[config.mk]
export PLATFORM = sky130hd
export DESIGN_NAME = alm_queue
export DESIGN_NICKNAME = d
export VERILOG_FILES = /design/src/design/alm_pkg.sv /design/src/design/alm_queue.sv
export SDC_FILE = /design/constraint.sdc
export NUM_CORES = 1
export LEC_CHECK = 0
export BUFFER_PORTS_ARGS = -buffer_cell sky130_fd_sc_hd__buf_4
export CORE_ASPECT_RATIO = 1.4
export CORE_MARGIN = 8
export CORE_UTILIZATION = 40
export CTS_CLUSTER_SIZE = 10
export DETAILED_ROUTE_END_ITERATION = 8
export HOLD_SLACK_MARGIN = 0.02
export PLACE_DENSITY_LB_ADDON = 0.15
export SYNTH_ARGS = -nofsm -noshare
export SYNTH_HDL_FRONTEND = slang
export SYNTH_SLANG_ARGS = --single-unit
[constraint.sdc]
create_clock -name clk_i -period 2.7 [get_ports clk_i]
set_input_delay 0.405 -clock clk_i [delete_from_list [all_inputs] [get_ports clk_i]]
set_output_delay 0.405 -clock clk_i [all_outputs]
set_load 0.05 [all_outputs]
[src/design/alm_pkg.sv]
// Shared types and constants of the audio level meter.
package alm_pkg;

  localparam int unsigned MaxChannels = 8;
  localparam int unsigned ChanW       = 3;
  localparam int unsigned SampleBits  = 24;
  localparam int unsigned MaxFrames   = 4096;
  localparam int unsigned FrameW      = 13;
  localparam int unsigned SumW        = 60;
  localparam int unsigned LevelW      = 24;
  localparam int unsigned RateW       = 18;
  localparam int unsigned BarW        = 8;
  localparam int unsigned CountW      = 4;
  localparam int unsigned LogCoef     = 6576;

  typedef enum logic [1:0] {
    RegChannelCount = 2'd0,
    RegSampleRate   = 2'd1,
    RegBarWidth     = 2'd2
  } reg_idx_e;

  // Work item handed from the front to the back part.
  typedef struct packed {
    logic               is_end;
    logic               drop;
    logic [ChanW-1:0]   ch;
    logic [2*SampleBits-1:0] sq;
    logic               acc;
    logic               frame_done;
  } alm_cmd_t;

endpackage

[src/design/alm_queue.sv]
// Short queue between the front and back parts.
module alm_queue (
  input  logic              clk_i,
  input  logic              rst_ni,
  input  logic              push_i,
  input  alm_pkg::alm_cmd_t data_i,
  output logic              full_o,
  input  logic              pop_i,
  output logic              empty_o,
  output alm_pkg::alm_cmd_t data_o
);

  alm_pkg::alm_cmd_t mem_q [4];
  logic [1:0] wp_q, rp_q;
  logic [2:0] cnt_q;

  assign full_o  = cnt_q == 3'd4;
  assign empty_o = cnt_q == 3'd0;
  assign data_o  = mem_q[rp_q];

  always_ff @(posedge clk_i) begin
    if (push_i && !full_o) mem_q[wp_q] <= data_i;
  end

  always_ff @(posedge clk_i or negedge rst_ni) begin
    if (!rst_ni) begin
      wp_q <= '0;
      rp_q <= '0;
      cnt_q <= '0;
    end else begin
      if (push_i && !full_o) wp_q <= wp_q + 2'd1;
      if (pop_i && !empty_o) rp_q <= rp_q + 2'd1;
      cnt_q <= cnt_q + 3'(push_i && !full_o) - 3'(pop_i && !empty_o);
    end
  end

endmodule

==> impl_results.md <==
- Chip Width: between 100 and 150 um
- Mux cell area share after synthesis: 14.8%
- Critical path type: reg -> out
- Core ar.: around 20000 um^2
- Clock Tree Buf Depth: 3
- Layout cell share with drive strength beyond 1: between 40% and 50%
- Most used cell, CP: buf_4
- Number of global-route vias before repair: roughly 4400
- Buffers added on ports: approximately 120
- Initial antenna violation count: 1
- Setup ws final: ~0.13 ns
- Max VDD drop: ~690 uV
- Ports: 116
- First-pass GRT wire length: 24900 um
- Part of the power in combinational logic: between 40% and 50%
- Clk pwr share: 23.1%
- Initial core utilization: roughly 40%
- Post-Synth XOR/XNOR Area: less than 1%
- Hold crit path type: in -> reg
- Mapped Cells: 328
- ANT nets after route: 0
- Tcrit/Tclk final: 95.3%
- Critical-path cell list: buf_4 -> mux4_2 -> buf_4
- Final Hold Fails: 0
- Gp weighted congestion: between 0.7 and 0.8
- Post-synth top area share: 78.7%
- Sw Share: a little under two fifths
- Site row count: 62
- Yosys warning count: 0
- Antenna Cells: 0
- Dpl ws: between 0.4 and 0.5 ns
- #FFs+latches synth: around 230
- Measured slew at the worst slew-check pin: between 0.5 and 0.6 ns
- Slowest cell on the critical path: dfrtp_4
- Net Sw Power: between 0.004 and 0.005 W
- Remaining DRCs: 0
- Largest family of logic cells by synthesized area: multiplexers
- Compound-Gate Fraction of Synth Area: less than 1%
- P_leak: between 3 and 4 nW
- Simple-gate share of the synthesized area: under 10%
- Fin crit period: 2.57 ns
- Post-DP Area: between 9000 and 10000 um^2
- GR Util All Layers: approximately an eighth
- Worst Skew: between 0.01 and 0.015 ns
- CP max FO: 16
- Max cap viols: 0
- Overall power: around 0.013 W
- Synth area leader: edfxtp_1
- Largest net degree at the start of global routing: 34
- # setup viols final: 0
- Area contributors post-synth: edfxtp_1 (79%), mux4_2 (15%), dfrtp_1 (2.1%)
- Worst path buffer plus inverter count: 2
- RSZ-0062 raised after global routing: no
- Nets: 540
- Most frequent cells in the layout: edfxtp_1 (220), buf_4 (127), mux4_2 (55), clkbuf_16 (27), clkbuf_1 (20)
- Root Buffer: clkbuf_16
- Max stage delay on crit path: around 0.64 ns
- Max Clk Rate: 389 MHz
- Total number of vias: 3842
- Worst EP arrival: ~2.2 ns
- Die Area: 25900 um^2
- Post-CTS Resized: 0
- Clk slew on worst S/H paths: roughly 0.05 ns
- Worst path required time: ~2.3 ns
- P_int: ~0.0084 W
- DP Wirelength: 10000 um
- TritonCTS buffer count: 26
- Mapped Nets: between 300 and 400
- Worst setup EP type: output pin
- Fin Setup TNS: 0 ns
- Power Dens Cells: 1280 nW/um^2
- Post-Synth Adder-Cell Area: 1.13%
- H-tree depth: 1
- Fill cell count: 1621
- Most common cell after layout, fill and taps aside: edfxtp_1
- Slew HR: 64.8%
- Total grt overflow: 0
- WL per Instance: between 20 and 25 um
- CTS tree: done
- Status: finished, final reports clean
- Drt total wl: about 16000 um
- Area Growth Syn to Fin: 23.8%
- Sequential share of power: about 37%
- CTS Sinks: roughly 230
- DR pass1 iterations: 4
- Latest clock arrival within the worst-skew pair: ~0.5 ns
- Setup repair bufs after CTS: 0
- Initial DRC Count: around 210
- Die H: roughly 190 um
- Syn Area/Cell: 25.6 um^2
- Cell family with most CP delay: flip-flops
- Routed vias/inst: between 5 and 6
- Post-Syn Area: 8400 um^2
- Register area share after synthesis: around four fifths
- Synth cell types: 20
- Crit path launch type: flip-flop
- Max-slew violations: 0
- Design area: 10400 um^2
## power by group through the flow
stage | Sequential [W] | Clock, W | Combinational (W)
final | 0.00491 | 0.00307 | 0.00535
after global routing | 0.00498 | 0.00331 | 0.00565
after CTS | 0.00493 | 0.00318 | 0.00549
after detailed placement | 0.00500 | 0 | 0.00547
after global placement | 0.00495 | 0 | 0.00547
after floorplan | 0.00488 | 0 | 0.00393
## layer usage
layer | GRT usage [%] | routed length (um) | share of wire [%]
met5 | 0 | 13 | 0.081
met4 | 3.40 | 238 | 1.5
met3 | 3.56 | 984 | 6.1
met2 | 22.6 | 8720 | 54
met1 | 13.4 | 6170 | 38
## synth_stat cells
cell type  number
and3b_1         4
buf_2           5
buf_4           2
buf_6           4
clkbuf_1        1
dfrtp_1         7
edfxtp_1      220
fa_1            1
ha_1            6
inv_1           6
mux4_2         55
nand2_1         1
nand2b_1        4
nand4bb_1       2
nor3_1          1
nor3b_2         1
o211ai_1        2
o311ai_0        1
o31ai_1         1
xnor2_1         4
## cell type report
type	count	area [um^2]	share of cell area [%]
multi-input cells	83	1510	14.5
well taps	256	320	3.08
clock inverters	1	5.00	0.0481
repair buffers	130	1000	9.65
clock buffers	47	751	7.22
inverters	6	22.5	0.217
flip-flops and latches	227	6790	65.3
## metrics by stage
stage	util [%]	hold slack [ns]	std cells
3_3_place_gp	46.9	0.223	701
4_1_cts	50.6	0.0762	750
3_5_place_dp	46.9	0.228	701
5_1_grt	50.6	0.0759	750
2_1_floorplan	-	0.109	328
6_report	50.6	0.101	750
## logic make-up (layout without fill, tap and decap cells)
family / after synthesis / count (layout)
flip-flops: 227 / 227
XOR/XNOR: 4 / 4
adder cells (fa/ha/maj): 7 / 7
AND/OR/NAND/NOR: 13 / 13
multiplexers: 55 / 55
buffers and inverters: 18 / 184
AO/OA/AOI/OAI: 4 / 4
## registers in the layout, summed over array words and instances (netlist names)
signal,count
cnt_q,3
mem_q,220
rp_q,2
wp_q,2
## final timing paths
| check | startpoint | to | slack, ns | depth (start not counted) |
|---|---|---|---|---|
| setup / recovery | rp_q[0]$_DFFE_PN0P_ | data_o[5] | 0.13 | 3 |
| hold / removal | data_i[42] | mem_q[3][42]$_DFFE_PP_ | 0.10 | 1 |
| setup reg to reg | cnt_q[2]$_DFF_PN0_ | cnt_q[2]$_DFF_PN0_ | 0.47 | 8 |
| hold reg to reg | wp_q[1]$_DFFE_PN0P_ | wp_q[1]$_DFFE_PN0P_ | 0.64 | 2 |
| max in group asynchronous | rst_ni | rp_q[0]$_DFFE_PN0P_ | 2.30 | 2 |
| min in group asynchronous | rst_ni | wp_q[0]$_DFFE_PN0P_ | 0.25 | 2 |
## worst register-to-register path: cells and delay by family (launching register included)
family,cells,cell delay (ns)
buf+inv,1,0.04
xor+xnor,2,0.32
simple gates,2,0.65
flops,1,0.46
fa+ha+maj,3,0.68
## repair_timing
| action | in CTS | in global routing |
|---|---|---|
| hold buffers | 1 | 0 |
| endpoints found under the hold margin | 7 | 0 |
| setup endpoints to repair | 0 | 0 |
Note: power is estimated with default switching activity, not from simulation.
