--- src/design/alm_pkg.sv ---
// Shared types and constants of the audio level meter.
package alm_pkg;

  localparam int unsigned MaxChannels = 8;
  localparam int unsigned ChanW       = 3;
  localparam int unsigned SampleBits  = 24;
  localparam int unsigned MaxFrames   = 4096;
  localparam int unsigned FrameW      = 13;
  localparam int unsigned SumW        = 60;
  localparam int unsigned LevelW      = 24;
  localparam int unsigned RateW       = 18;
  localparam int unsigned BarW        = 8;
  localparam int unsigned CountW      = 4;
  localparam int unsigned LogCoef     = 6576;

  typedef enum logic [1:0] {
    RegChannelCount = 2'd0,
    RegSampleRate   = 2'd1,
    RegBarWidth     = 2'd2
  } reg_idx_e;

  // Work item handed from the front to the back part.
  typedef struct packed {
    logic               is_end;
    logic               drop;
    logic [ChanW-1:0]   ch;
    logic [2*SampleBits-1:0] sq;
    logic               acc;
    logic               frame_done;
  } alm_cmd_t;

endpackage

--- src/design/alm_front.sv ---
// Front part: classifies each sample and squares its magnitude.
module alm_front (
  input  logic                               clk_i,
  input  logic                               rst_ni,
  input  logic                               push,
  output logic                               full,
  input  logic signed [alm_pkg::SampleBits-1:0] sample_i,
  input  logic [alm_pkg::ChanW-1:0]          channel_i,
  input  logic                               end_of_packet_i,
  input  logic                               silent_i,
  input  logic [alm_pkg::CountW-1:0]         eff_ch_i,
  input  logic                               q_full_i,
  output logic                               q_push_o,
  output alm_pkg::alm_cmd_t                  q_cmd_o
);

  logic                          vld_q;
  alm_pkg::alm_cmd_t             cmd_q, cmd_d;
  logic [alm_pkg::SampleBits:0]  mag;
  logic [alm_pkg::CountW-1:0]    ch_ext;

  assign full = vld_q && q_full_i;
  assign ch_ext = {1'b0, channel_i};

  always_comb begin
    if (sample_i[alm_pkg::SampleBits-1]) begin
      mag = -{sample_i[alm_pkg::SampleBits-1], sample_i};
    end else begin
      mag = {1'b0, sample_i};
    end
    cmd_d.is_end     = end_of_packet_i;
    cmd_d.drop       = silent_i;
    cmd_d.ch         = channel_i;
    cmd_d.acc        = ch_ext < eff_ch_i;
    cmd_d.frame_done = ch_ext == eff_ch_i - 4'd1;
    cmd_d.sq         = 48'(mag[alm_pkg::SampleBits-1:0]) * 48'(mag[alm_pkg::SampleBits-1:0]);
    if (mag[alm_pkg::SampleBits]) cmd_d.sq = 48'h4000_0000_0000;
  end

  always_ff @(posedge clk_i or negedge rst_ni) begin
    if (!rst_ni) begin
      vld_q <= 1'b0;
    end else if (!full) begin
      vld_q <= push;
    end
  end

  always_ff @(posedge clk_i) begin
    if (!full && push) cmd_q <= cmd_d;
  end

  assign q_push_o = vld_q;
  assign q_cmd_o  = cmd_q;

endmodule

--- config.mk ---
export PLATFORM = sky130hd
export DESIGN_NAME = alm_front
export DESIGN_NICKNAME = d
export VERILOG_FILES = /design/src/design/alm_pkg.sv /design/src/design/alm_front.sv
export SDC_FILE = /design/constraint.sdc
export NUM_CORES = 1
export LEC_CHECK = 0
export BUFFER_PORTS_ARGS = -buffer_cell sky130_fd_sc_hd__buf_2
export CORE_AREA = 3 3 140 278
export DETAILED_ROUTE_END_ITERATION = 16
export DIE_AREA = 0 0 143 281
export HOLD_SLACK_MARGIN = 0.03
export PLACE_DENSITY = 0.67
export SETUP_SLACK_MARGIN = 0.02
export SYNTH_ARGS = -nofsm -noshare
export SYNTH_HDL_FRONTEND = slang
export SYNTH_SLANG_ARGS = --single-unit
--- constraint.sdc ---
create_clock -name clk_i -period 4.9 [get_ports clk_i]
set_clock_uncertainty 0.1 [all_clocks]
set_input_delay 0.49 -clock clk_i [delete_from_list [all_inputs] [get_ports clk_i]]
set_output_delay 0.49 -clock clk_i [all_outputs]
set_load 0.05 [all_outputs]
==> metrics.csv, run 1 <==
metric;value;unit
synth.largest_area_cell;fa_1;
synthFlopType;edfxtp_1;
grtUsageTotal;32.36;%
io_buffers;92;
cts_root_buf;clkbuf_16;
synth_top_area_share;46.20;%
end_kind;flop;
numCtsBuffers;5;
clock_path_buffers;2;
critPathLaunchType;primary input;
async_flop_share;1.818;%
drv_cap;0;
crit_required;4890;ps
yosys_warnings;0;
violations;negative setup slack;
die_w;143;microns
chipHeight;281;microns
clkLatencyLatePin;330;ps
cts.clk_slew.worst_paths;90;ps
drt_iter0_drc;701;
final_antenna_net_count;0;
cp_top_family;adder cells;
io-pin-count;94;
dr.pass1.iters;5;
max_stage_delay;620;ps
arrival;7880;ps
worst_path_max_delay_cell;fa_2;
syn_to_final_growth;38.14;%
nNetsFinal;3171;
hpwl;52380;microns
vias_per_cell;5.236;
fp.dieArea;40180;sq um
finalCriticalPeriod;7888;ps
antenna_found_initial;1;
setup_violations;42;
synthesis.area;18420;sq um
worstSetupPathType;in2reg;
slew_violations;0;
avgSynthCellArea;9.372;sq um
ys_ff_latch;55;
post_drt_wl_per_cell;20.98;microns
cts_max_level;2;
drc_errors;0;
rows;100;
antenna_cells;0;
status;finished with violations;
drive_above_1_share;36.60;%
core;37160;sq um
fin_crit_sh;161.0;%
finalHoldViolCount;0;
cp_num_buf_inv;8;
grt_pass1_vias;18357;
ys_top_cells_by_area;fa_1 46%, inv_1 12%, ha_1 12%;
worst-path-max-fanout;5;
final_cell_area;25440;sq um
fill_cells;2848;
cts_sinks;55;
rsz0062_at_grt;true;
layout_setup_ws;-2988;ps
gr-total-overflow;0;
cpMostUsedCell;fa_2;
maxSlewHeadroom;53.04;%
min_path_type;in2reg;
max_freq;126.8;MHz
pre_cts_ws;-3412;ps
syn_inst;1965;
gp_congestion;1.047;
synth.yosys.seq_area_share;8.941;%
synth.distinct_cells;69;
worst_pin_slew;702.9;ps
grt_pass1_wl;95630;microns
synth_edf_count;54;
wirelength;62860;microns
cts_tree;done;
postPlaceCellArea;23260;sq um
vias;15691;
grt_max_degree;34;
initial_core_util;49.56;%
[Yosys cell counts (all sizes together), types with 5 or more instances]
| library cell | number |
|---|---|
| or3 | 5 |
| nand2 | 177 |
| a21oi | 57 |
| o31a | 5 |
| a21o | 24 |
| clkbuf | 50 |
| inv | 592 |
| a31oi | 6 |
| nand3 | 8 |
| nor2 | 156 |
| nor3 | 10 |
| fa | 425 |
| o21ai | 29 |
| o21a | 7 |
| nand4 | 12 |
| xnor2 | 48 |
| a211oi | 5 |
| o21bai | 12 |
| buf | 13 |
| edfxtp | 54 |
| ha | 172 |
| xor2 | 30 |
| and3 | 6 |
| o31ai | 7 |
| nor2b | 6 |
[cell usage in the layout, fill, tap and decap left out, drive strengths merged, types with 5 or more instances in the layout]
cell type,instances
nand2,177
o31a,5
xnor2,48
nand4,12
a21oi,57
o21ai,29
fa,425
a21o,24
nor3,10
o21bai,12
edfxtp,54
a31oi,6
clkbuf,7
nor2b,6
o21a,7
buf,608
nor2,156
a211oi,5
nand3,8
and3,6
or3,5
o31ai,7
inv,592
conb,18
ha,172
xor2,30
[worst paths after layout]
kind | startpoint | end | slack [ps] | cells after the start
worst max-delay path | sample_i[13] | q_cmd_o[44]$_SDFFCE_PP0P_ | -2990 | 27
worst min-delay path | silent_i | q_cmd_o[53]$_DFFE_PP_ | 230 | 1
worst max register to register | q_push_o$_DFFE_PN0N_ | q_cmd_o[40]$_SDFFCE_PP0P_ | 2730 | 3
worst min register to register | q_push_o$_DFFE_PN0N_ | q_push_o$_DFFE_PN0N_ | 630 | 2
max in group asynchronous | rst_ni | q_push_o$_DFFE_PN0N_ | 4260 | 2
min in group asynchronous | rst_ni | q_push_o$_DFFE_PN0N_ | 360 | 2
[state kept, by name (all words and copies together), names as in the netlist]
signal    cells
q_push_o      1
q_cmd_o      54
[layer usage]
| metal | vias to the layer above | wire (microns) | GRT usage, % |
|---|---|---|---|
| li1 | 6927 | - | - |
| met1 | 7884 | 16550 | 26.39 |
| met2 | 534 | 35650 | 62.51 |
| met3 | 344 | 2426 | 4.870 |
| met4 | 2 | 8227 | 29.96 |
| met5 | - | 13 | 0 |
[kinds of logic after synthesis]
group,Yosys count,share of synthesized area (%)
compound gates,173,6.115
buf+inv,658,13.56
fa+ha+maj,597,57.89
mux,2,0.1155
other cells,2,0.04078
simple gates,400,9.363
xor+xnor,78,3.975
flops,55,8.941
[final cells by class]
| class | count | area, sq um | share of cell area (%) |
|---|---|---|---|
| multi-input cells | 1268 | 15960 | 62.72 |
| repair buffers | 611 | 4838 | 19.02 |
| inverters | 595 | 2272 | 8.932 |
| flip-flops and latches | 55 | 1647 | 6.473 |
| well taps | 459 | 574.3 | 2.258 |
| clock buffers | 6 | 128.9 | 0.5066 |
| clock inverters | 2 | 16.27 | 0.06394 |
| repair inverters | 1 | 7.507 | 0.02951 |
[per-stage QoR]
step	setup TNS (ps)	instances	utilization (%)	hold WS, ps
after floorplan	-94480	1981	-	94.41
after global placement	-115140	2915	62.58	167.3
after detailed placement	-117000	2915	62.58	166.5
after CTS	-96700	2967	66.12	230.6
after global routing	-108410	2997	68.46	223.7
final	-101380	2997	68.46	231.6
[repair_timing]
action                     in CTS  in global routing
pin swaps                     104                 99
resized for setup             184                156
hold endpoints to repair        1                  0
setup endpoints to repair      42                 42
buffers inserted               45                 36
hold buffers                    1                  0
gates cloned                    3                  0
Power of run 1 is left out: the tool's default activity adds up to more than one toggle a clock period on the data nets, which glitch-free logic cannot reach.
==> inputs of run 2 (changes only) <==
- RECOVER_POWER: unset -> 50
==> run 2 against run 1 <==
  * Clock-buffer cell count unchanged
  * Sequential share of layout area about the same
  * Register-to-register slack worse by 30 ps
  * Critical path depth unchanged
  * Worst setup slack about the same
  * Die area unchanged
  * Via count unchanged
  * Fmax about the same
  * Largest cell class unchanged
  * Sequential cell count unchanged
  * The flow still finishes with violations (negative setup slack)
  * Hold slack about the same
  * Final cell count unchanged
==> metrics.csv, run 2 (synthesized netlist as in run 1, its figures left out) <==
metric;value;unit;change
reg2reg_from;q_push_o$_DFFE_PN0N_;;
met2_usage;62.51;%;unchanged
cp_num_buf_inv;8;;unchanged
max_stage_delay;620;ps;about the same
antenna_found_initial;1;;unchanged
post_drt_wl_per_cell;20.95;microns;-0.10%
clkLatencyLatePin;330;ps;about the same
hpwl;52380;microns;unchanged
final_cell_area;25370;sq um;-0.27%
syn_to_final_growth;37.77;%;
setup_tns;-101240;ps;+147.0 ps
grt_pass1_vias;18357;;unchanged
slew_violations;0;;unchanged
cts_tree;done;;
drt_iter0_drc;706;;+0.71%
core;37160;sq um;unchanged
grtUsageTotal;32.36;%;unchanged
layout_setup_ws;-2988;ps;+0.2600 ps
drc_errors;0;;unchanged
final_antenna_net_count;0;;unchanged
rsz0062_at_grt;true;;
max_freq;126.8;MHz;about the same
use_met3;4.870;%;unchanged
hold_ws;232.0;ps;+0.4180 ps
fp.dieArea;40180;sq um;unchanged
io-pin-count;94;;unchanged
min_path_type;in2reg;;
grt_max_degree;34;;unchanged
finalHoldViolCount;0;;unchanged
grt_pass1_wl;95630;microns;unchanged
violations;negative setup slack;;
vias_per_cell;5.236;;unchanged
cts_root_buf;clkbuf_16;;
cp_top_family;adder cells;;
rrSetupSlack;2700;ps;-30 ps
antenna_cells;0;;unchanged
drive_above_1_share;34.44;%;-2.2 points
fin_crit_sh;161.0;%;about the same
critPathLaunchType;primary input;;
worstSetupPathType;in2reg;;
hold_start;silent_i;;
reg2reg_depth;3;;unchanged
postPlaceCellArea;23260;sq um;unchanged
io_buffers;92;;unchanged
hold_end;q_cmd_o[53]$_DFFE_PP_;;
busiest_layer;met2;;
numCtsBuffers;5;;unchanged
initial_core_util;49.56;%;unchanged
setup_violations;42;;unchanged
cts_max_level;2;;unchanged
gp_congestion;1.047;;unchanged
arrival;7880;ps;about the same
cts.clk_slew.worst_paths;80;ps;about the same
cpMostUsedCell;fa_2;;
vias;15691;;unchanged
die_w;143;microns;unchanged
grtUsageMet1;26.39;%;unchanged
finalCriticalPeriod;7888;ps;-0.2600 ps
crit_required;4890;ps;about the same
nNetsFinal;3171;;unchanged
chipHeight;281;microns;unchanged
layout_common_cells;535 x inv_1, 448 x buf_4, 401 x fa_1, 135 x nand2_1, 129 x ha_1;;
wirelength;62800;microns;-0.10%
clock_path_buffers;2;;unchanged
worst-path-max-fanout;5;;unchanged
dr.pass1.iters;5;;unchanged
status;finished with violations;;
end_kind;flop;;
final_common_cell;inv_1;;
gr-total-overflow;0;;unchanged
cts_sinks;55;;unchanged
worst_pin_slew;703.1;ps;+0.1232 ps
whs_path_depth;1;;unchanged
drv_cap;0;;unchanged
rows;100;;unchanged
maxSlewHeadroom;53.03;%;about the same
r2r-end;q_cmd_o[40]$_SDFFCE_PP0P_;;
worst_path_max_delay_cell;fa_2;;
largest_reg_flops;54;;unchanged
==> run 2: how the worst max path moves through the flow <==
stage | start | slack (ps) | depth (start not counted) | endpoint
finish | sample_i[13] | -2990 | 27 | q_cmd_o[44]$_SDFFCE_PP0P_
detailed placement | sample_i[12] | -3410 | 29 | q_cmd_o[42]$_SDFFCE_PP0P_
floorplan | sample_i[0] | -3010 | 33 | q_cmd_o[42]$_SDFFCE_PP0P_
global route | sample_i[7] | -3180 | 29 | q_cmd_o[42]$_SDFFCE_PP0P_
CTS | sample_i[13] | -2910 | 28 | q_cmd_o[44]$_SDFFCE_PP0P_
global placement | sample_i[6] | -3370 | 30 | q_cmd_o[42]$_SDFFCE_PP0P_
==> run 2: metal layers <==
| metal | vias to the layer above | part of all wire [%] |
|---|---|---|
| li1 | 6927 | - |
| met1 | 7894 | 26 |
| met2 | 525 | 57 |
| met3 | 343 | 3.8 |
| met4 | 2 | 13 |
| met5 | - | 0.021 |
==> run 2: metrics by stage <==
| step | instances | util (%) | worst slack [ps] |
|---|---|---|---|
| after global routing | 2997 | 68.27 | -3184 |
| after CTS | 2967 | 66.12 | -2910 |
| after global placement | 2915 | 62.58 | -3367 |
| after floorplan | 1981 | - | -3009 |
| final | 2997 | 68.27 | -2988 |
| after detailed placement | 2915 | 62.58 | -3412 |
==> run 2: cell type report <==
class	instances	area, sq um
repair inverters	1	7.507
repair buffers	611	4770
well taps	459	574.3
clock inverters	2	16.27
inverters	595	2272
multi-input cells	1268	15960
clock buffers	6	128.9
fillers	2869	11790
flip-flops and latches	55	1647
==> run 2: timing repair <==
item / 4_1_cts / 5_1_grt
cloned: 3 / 0
hold buffers: 1 / 0
buffers inserted: 45 / 36
resized for setup: 184 / 156
endpoints found under the hold margin: 1 / 0
pin swaps: 104 / 99
setup endpoints to repair: 42 / 42
Power of run 2 is left out for the same reason.
==> inputs of run 3 (changes only) <==
- clock period: 4.9 -> 7.42 ns (I/O delays scaled with it)
==> run 3 against run 2 <==
  * The flow still finishes with violations (negative setup slack)
  * Critical path depth rose by 2
  * Sequential cell count did not move
  * Wire length rose by 1.1%
  * Worst setup slack improved by 2200 ps
  * Clock-buffer cell count fell by 1
  * Non-clock buffer count fell by 37
  * Hold slack got worse by 170 ps
  * Highest routed layer is now met4
==> metrics.csv, run 3 (synthesized netlist as in run 1, its figures left out) <==
metric;value;unit;change
clkLatencyLatePin;330;ps;about the same
post_drt_wl_per_cell;21.43;microns;+2.3%
nNetsFinal;3134;;-1.2%
fp.dieArea;40180;sq um;unchanged
final_common_cell;inv_1;;
largest_reg_flops;54;;unchanged
fin_crit_sh;110.6;%;
status;finished with violations;;
chipHeight;281;microns;unchanged
finalHoldViolCount;0;;unchanged
dr.pass1.iters;7;;+2
drt_iter0_drc;834;;+18%
hpwl;52350;microns;about the same
wirelength;63470;microns;+1.1%
critPathLaunchType;primary input;;
violations;negative setup slack;;
vias;15784;;+0.59%
grt_pass1_vias;18607;;+1.4%
cts_root_buf;clkbuf_16;;
maxSlewHeadroom;44.59;%;-8.4 points
min_path_type;in2async;;
slew_violations;0;;unchanged
cts_tree;done;;
cts_max_level;2;;unchanged
syn_to_final_growth;34.41;%;
worstSetupPathType;in2reg;;
register_area;1647;sq um;unchanged
final_antenna_net_count;0;;unchanged
gr-total-overflow;0;;unchanged
worst_path_max_delay_cell;fa_2;;
rows;100;;unchanged
cts_sinks;55;;unchanged
io_buffers;92;;unchanged
initial_core_util;49.56;%;unchanged
worst_pin_slew;831.1;ps;+128.1 ps
setup_violations;28;;-33%
rsz0062_at_grt;true;;
layout_common_cells;545 x inv_1, 433 x buf_4, 398 x fa_1, 140 x ha_1, 135 x nand2_1;;
multiInputGateArea;15700;sq um;-1.6%
die_w;143;microns;unchanged
antenna_found_initial;1;;unchanged
max_stage_delay;620;ps;about the same
crit_required;7410;ps;+2520 ps
grt_max_degree;53;;+56%
drive_above_1_share;32.03;%;-2.4 points
max_freq;121.9;MHz;
hold_ws;61.85;ps;-170.2 ps
arrival;8190;ps;+310 ps
io-pin-count;94;;unchanged
vias_per_cell;5.331;;+1.8%
drv_cap;0;;unchanged
clock_path_buffers;2;;unchanged
cp_top_family;adder cells;;
finalCriticalPeriod;8203;ps;
layout_setup_ws;-783.1;ps;+2205 ps
grtUsageTotal;33.11;%;+0.76 points
numCtsBuffers;5;;unchanged
cts.clk_slew.worst_paths;90;ps;about the same
end_kind;flop;;
grt_pass1_wl;97590;microns;+2.0%
cp_num_buf_inv;9;;+1
worst-path-max-fanout;5;;unchanged
fill_cells;2964;;+3.3%
gp_congestion;1.029;;-1.7%
cts_hold_buf;0;;-1
drc_errors;0;;unchanged
core;37160;sq um;unchanged
## run 3: repair_timing
action / in CTS / in global routing
setup endpoints to repair: 33 / 33
setup buffers: 46 / 20
resized for setup: 176 / 115
pin swaps: 87 / 77
cloned: 3 / 0
## run 3: metrics by stage
| step | util (%) | TNS [ps] | instance area, sq um | worst slack, ps | instances |
|---|---|---|---|---|---|
| 6_report | 66.61 | -15400 | 24750 | -783.1 | 2961 |
| 5_1_grt | 66.60 | -20740 | 24750 | -931.7 | 2960 |
| 4_1_cts | 65.13 | -11990 | 24200 | -618.3 | 2940 |
| 3_5_place_dp | 61.46 | -32350 | 22840 | -1315 | 2884 |
| 3_3_place_gp | 61.46 | -28410 | 22840 | -1132 | 2884 |
| 2_1_floorplan | - | -13670 | 18900 | -741.1 | 1981 |
## run 3: path summary, 6_finish.rpt
| kind | startpoint | end | slack (ps) | cells after the start |
|---|---|---|---|---|
| setup / recovery | sample_i[12] | q_cmd_o[45]$_SDFFCE_PP0P_ | -780 | 29 |
| hold / removal | rst_ni | q_push_o$_DFFE_PN0N_ | 60 | 1 |
| setup reg to reg | q_push_o$_DFFE_PN0N_ | q_cmd_o[7]$_SDFFCE_PP0P_ | 5420 | 3 |
| hold reg to reg | q_push_o$_DFFE_PN0N_ | q_push_o$_DFFE_PN0N_ | 600 | 2 |
| max in group asynchronous | rst_ni | q_push_o$_DFFE_PN0N_ | 7080 | 1 |
| min in group clk_i | silent_i | q_cmd_o[53]$_DFFE_PP_ | 480 | 1 |
## run 3: per-layer routing
layer	vias up	routed length (microns)	share of wire (%)	GRT usage, %
li1	6846	-	-	-
met1	7918	16700	26	27.13
met2	627	35660	56	63.39
met3	393	2556	4.0	4.427
met4	0	8547	13	32.35
met5	-	0	0	0
## run 3: area by class of cell
class / count / area share [%]
timing repair inverter: 1 / 0.03033
antenna: 1 / 0.01011
clock buffer: 5 / 0.5055
clock inverter: 3 / 0.1163
tap: 459 / 2.320
multi-input combinational: 1268 / 63.41
inverter: 595 / 9.175
sequential: 55 / 6.652
timing repair buffer: 574 / 17.78
Power of run 3 is left out for the same reason.
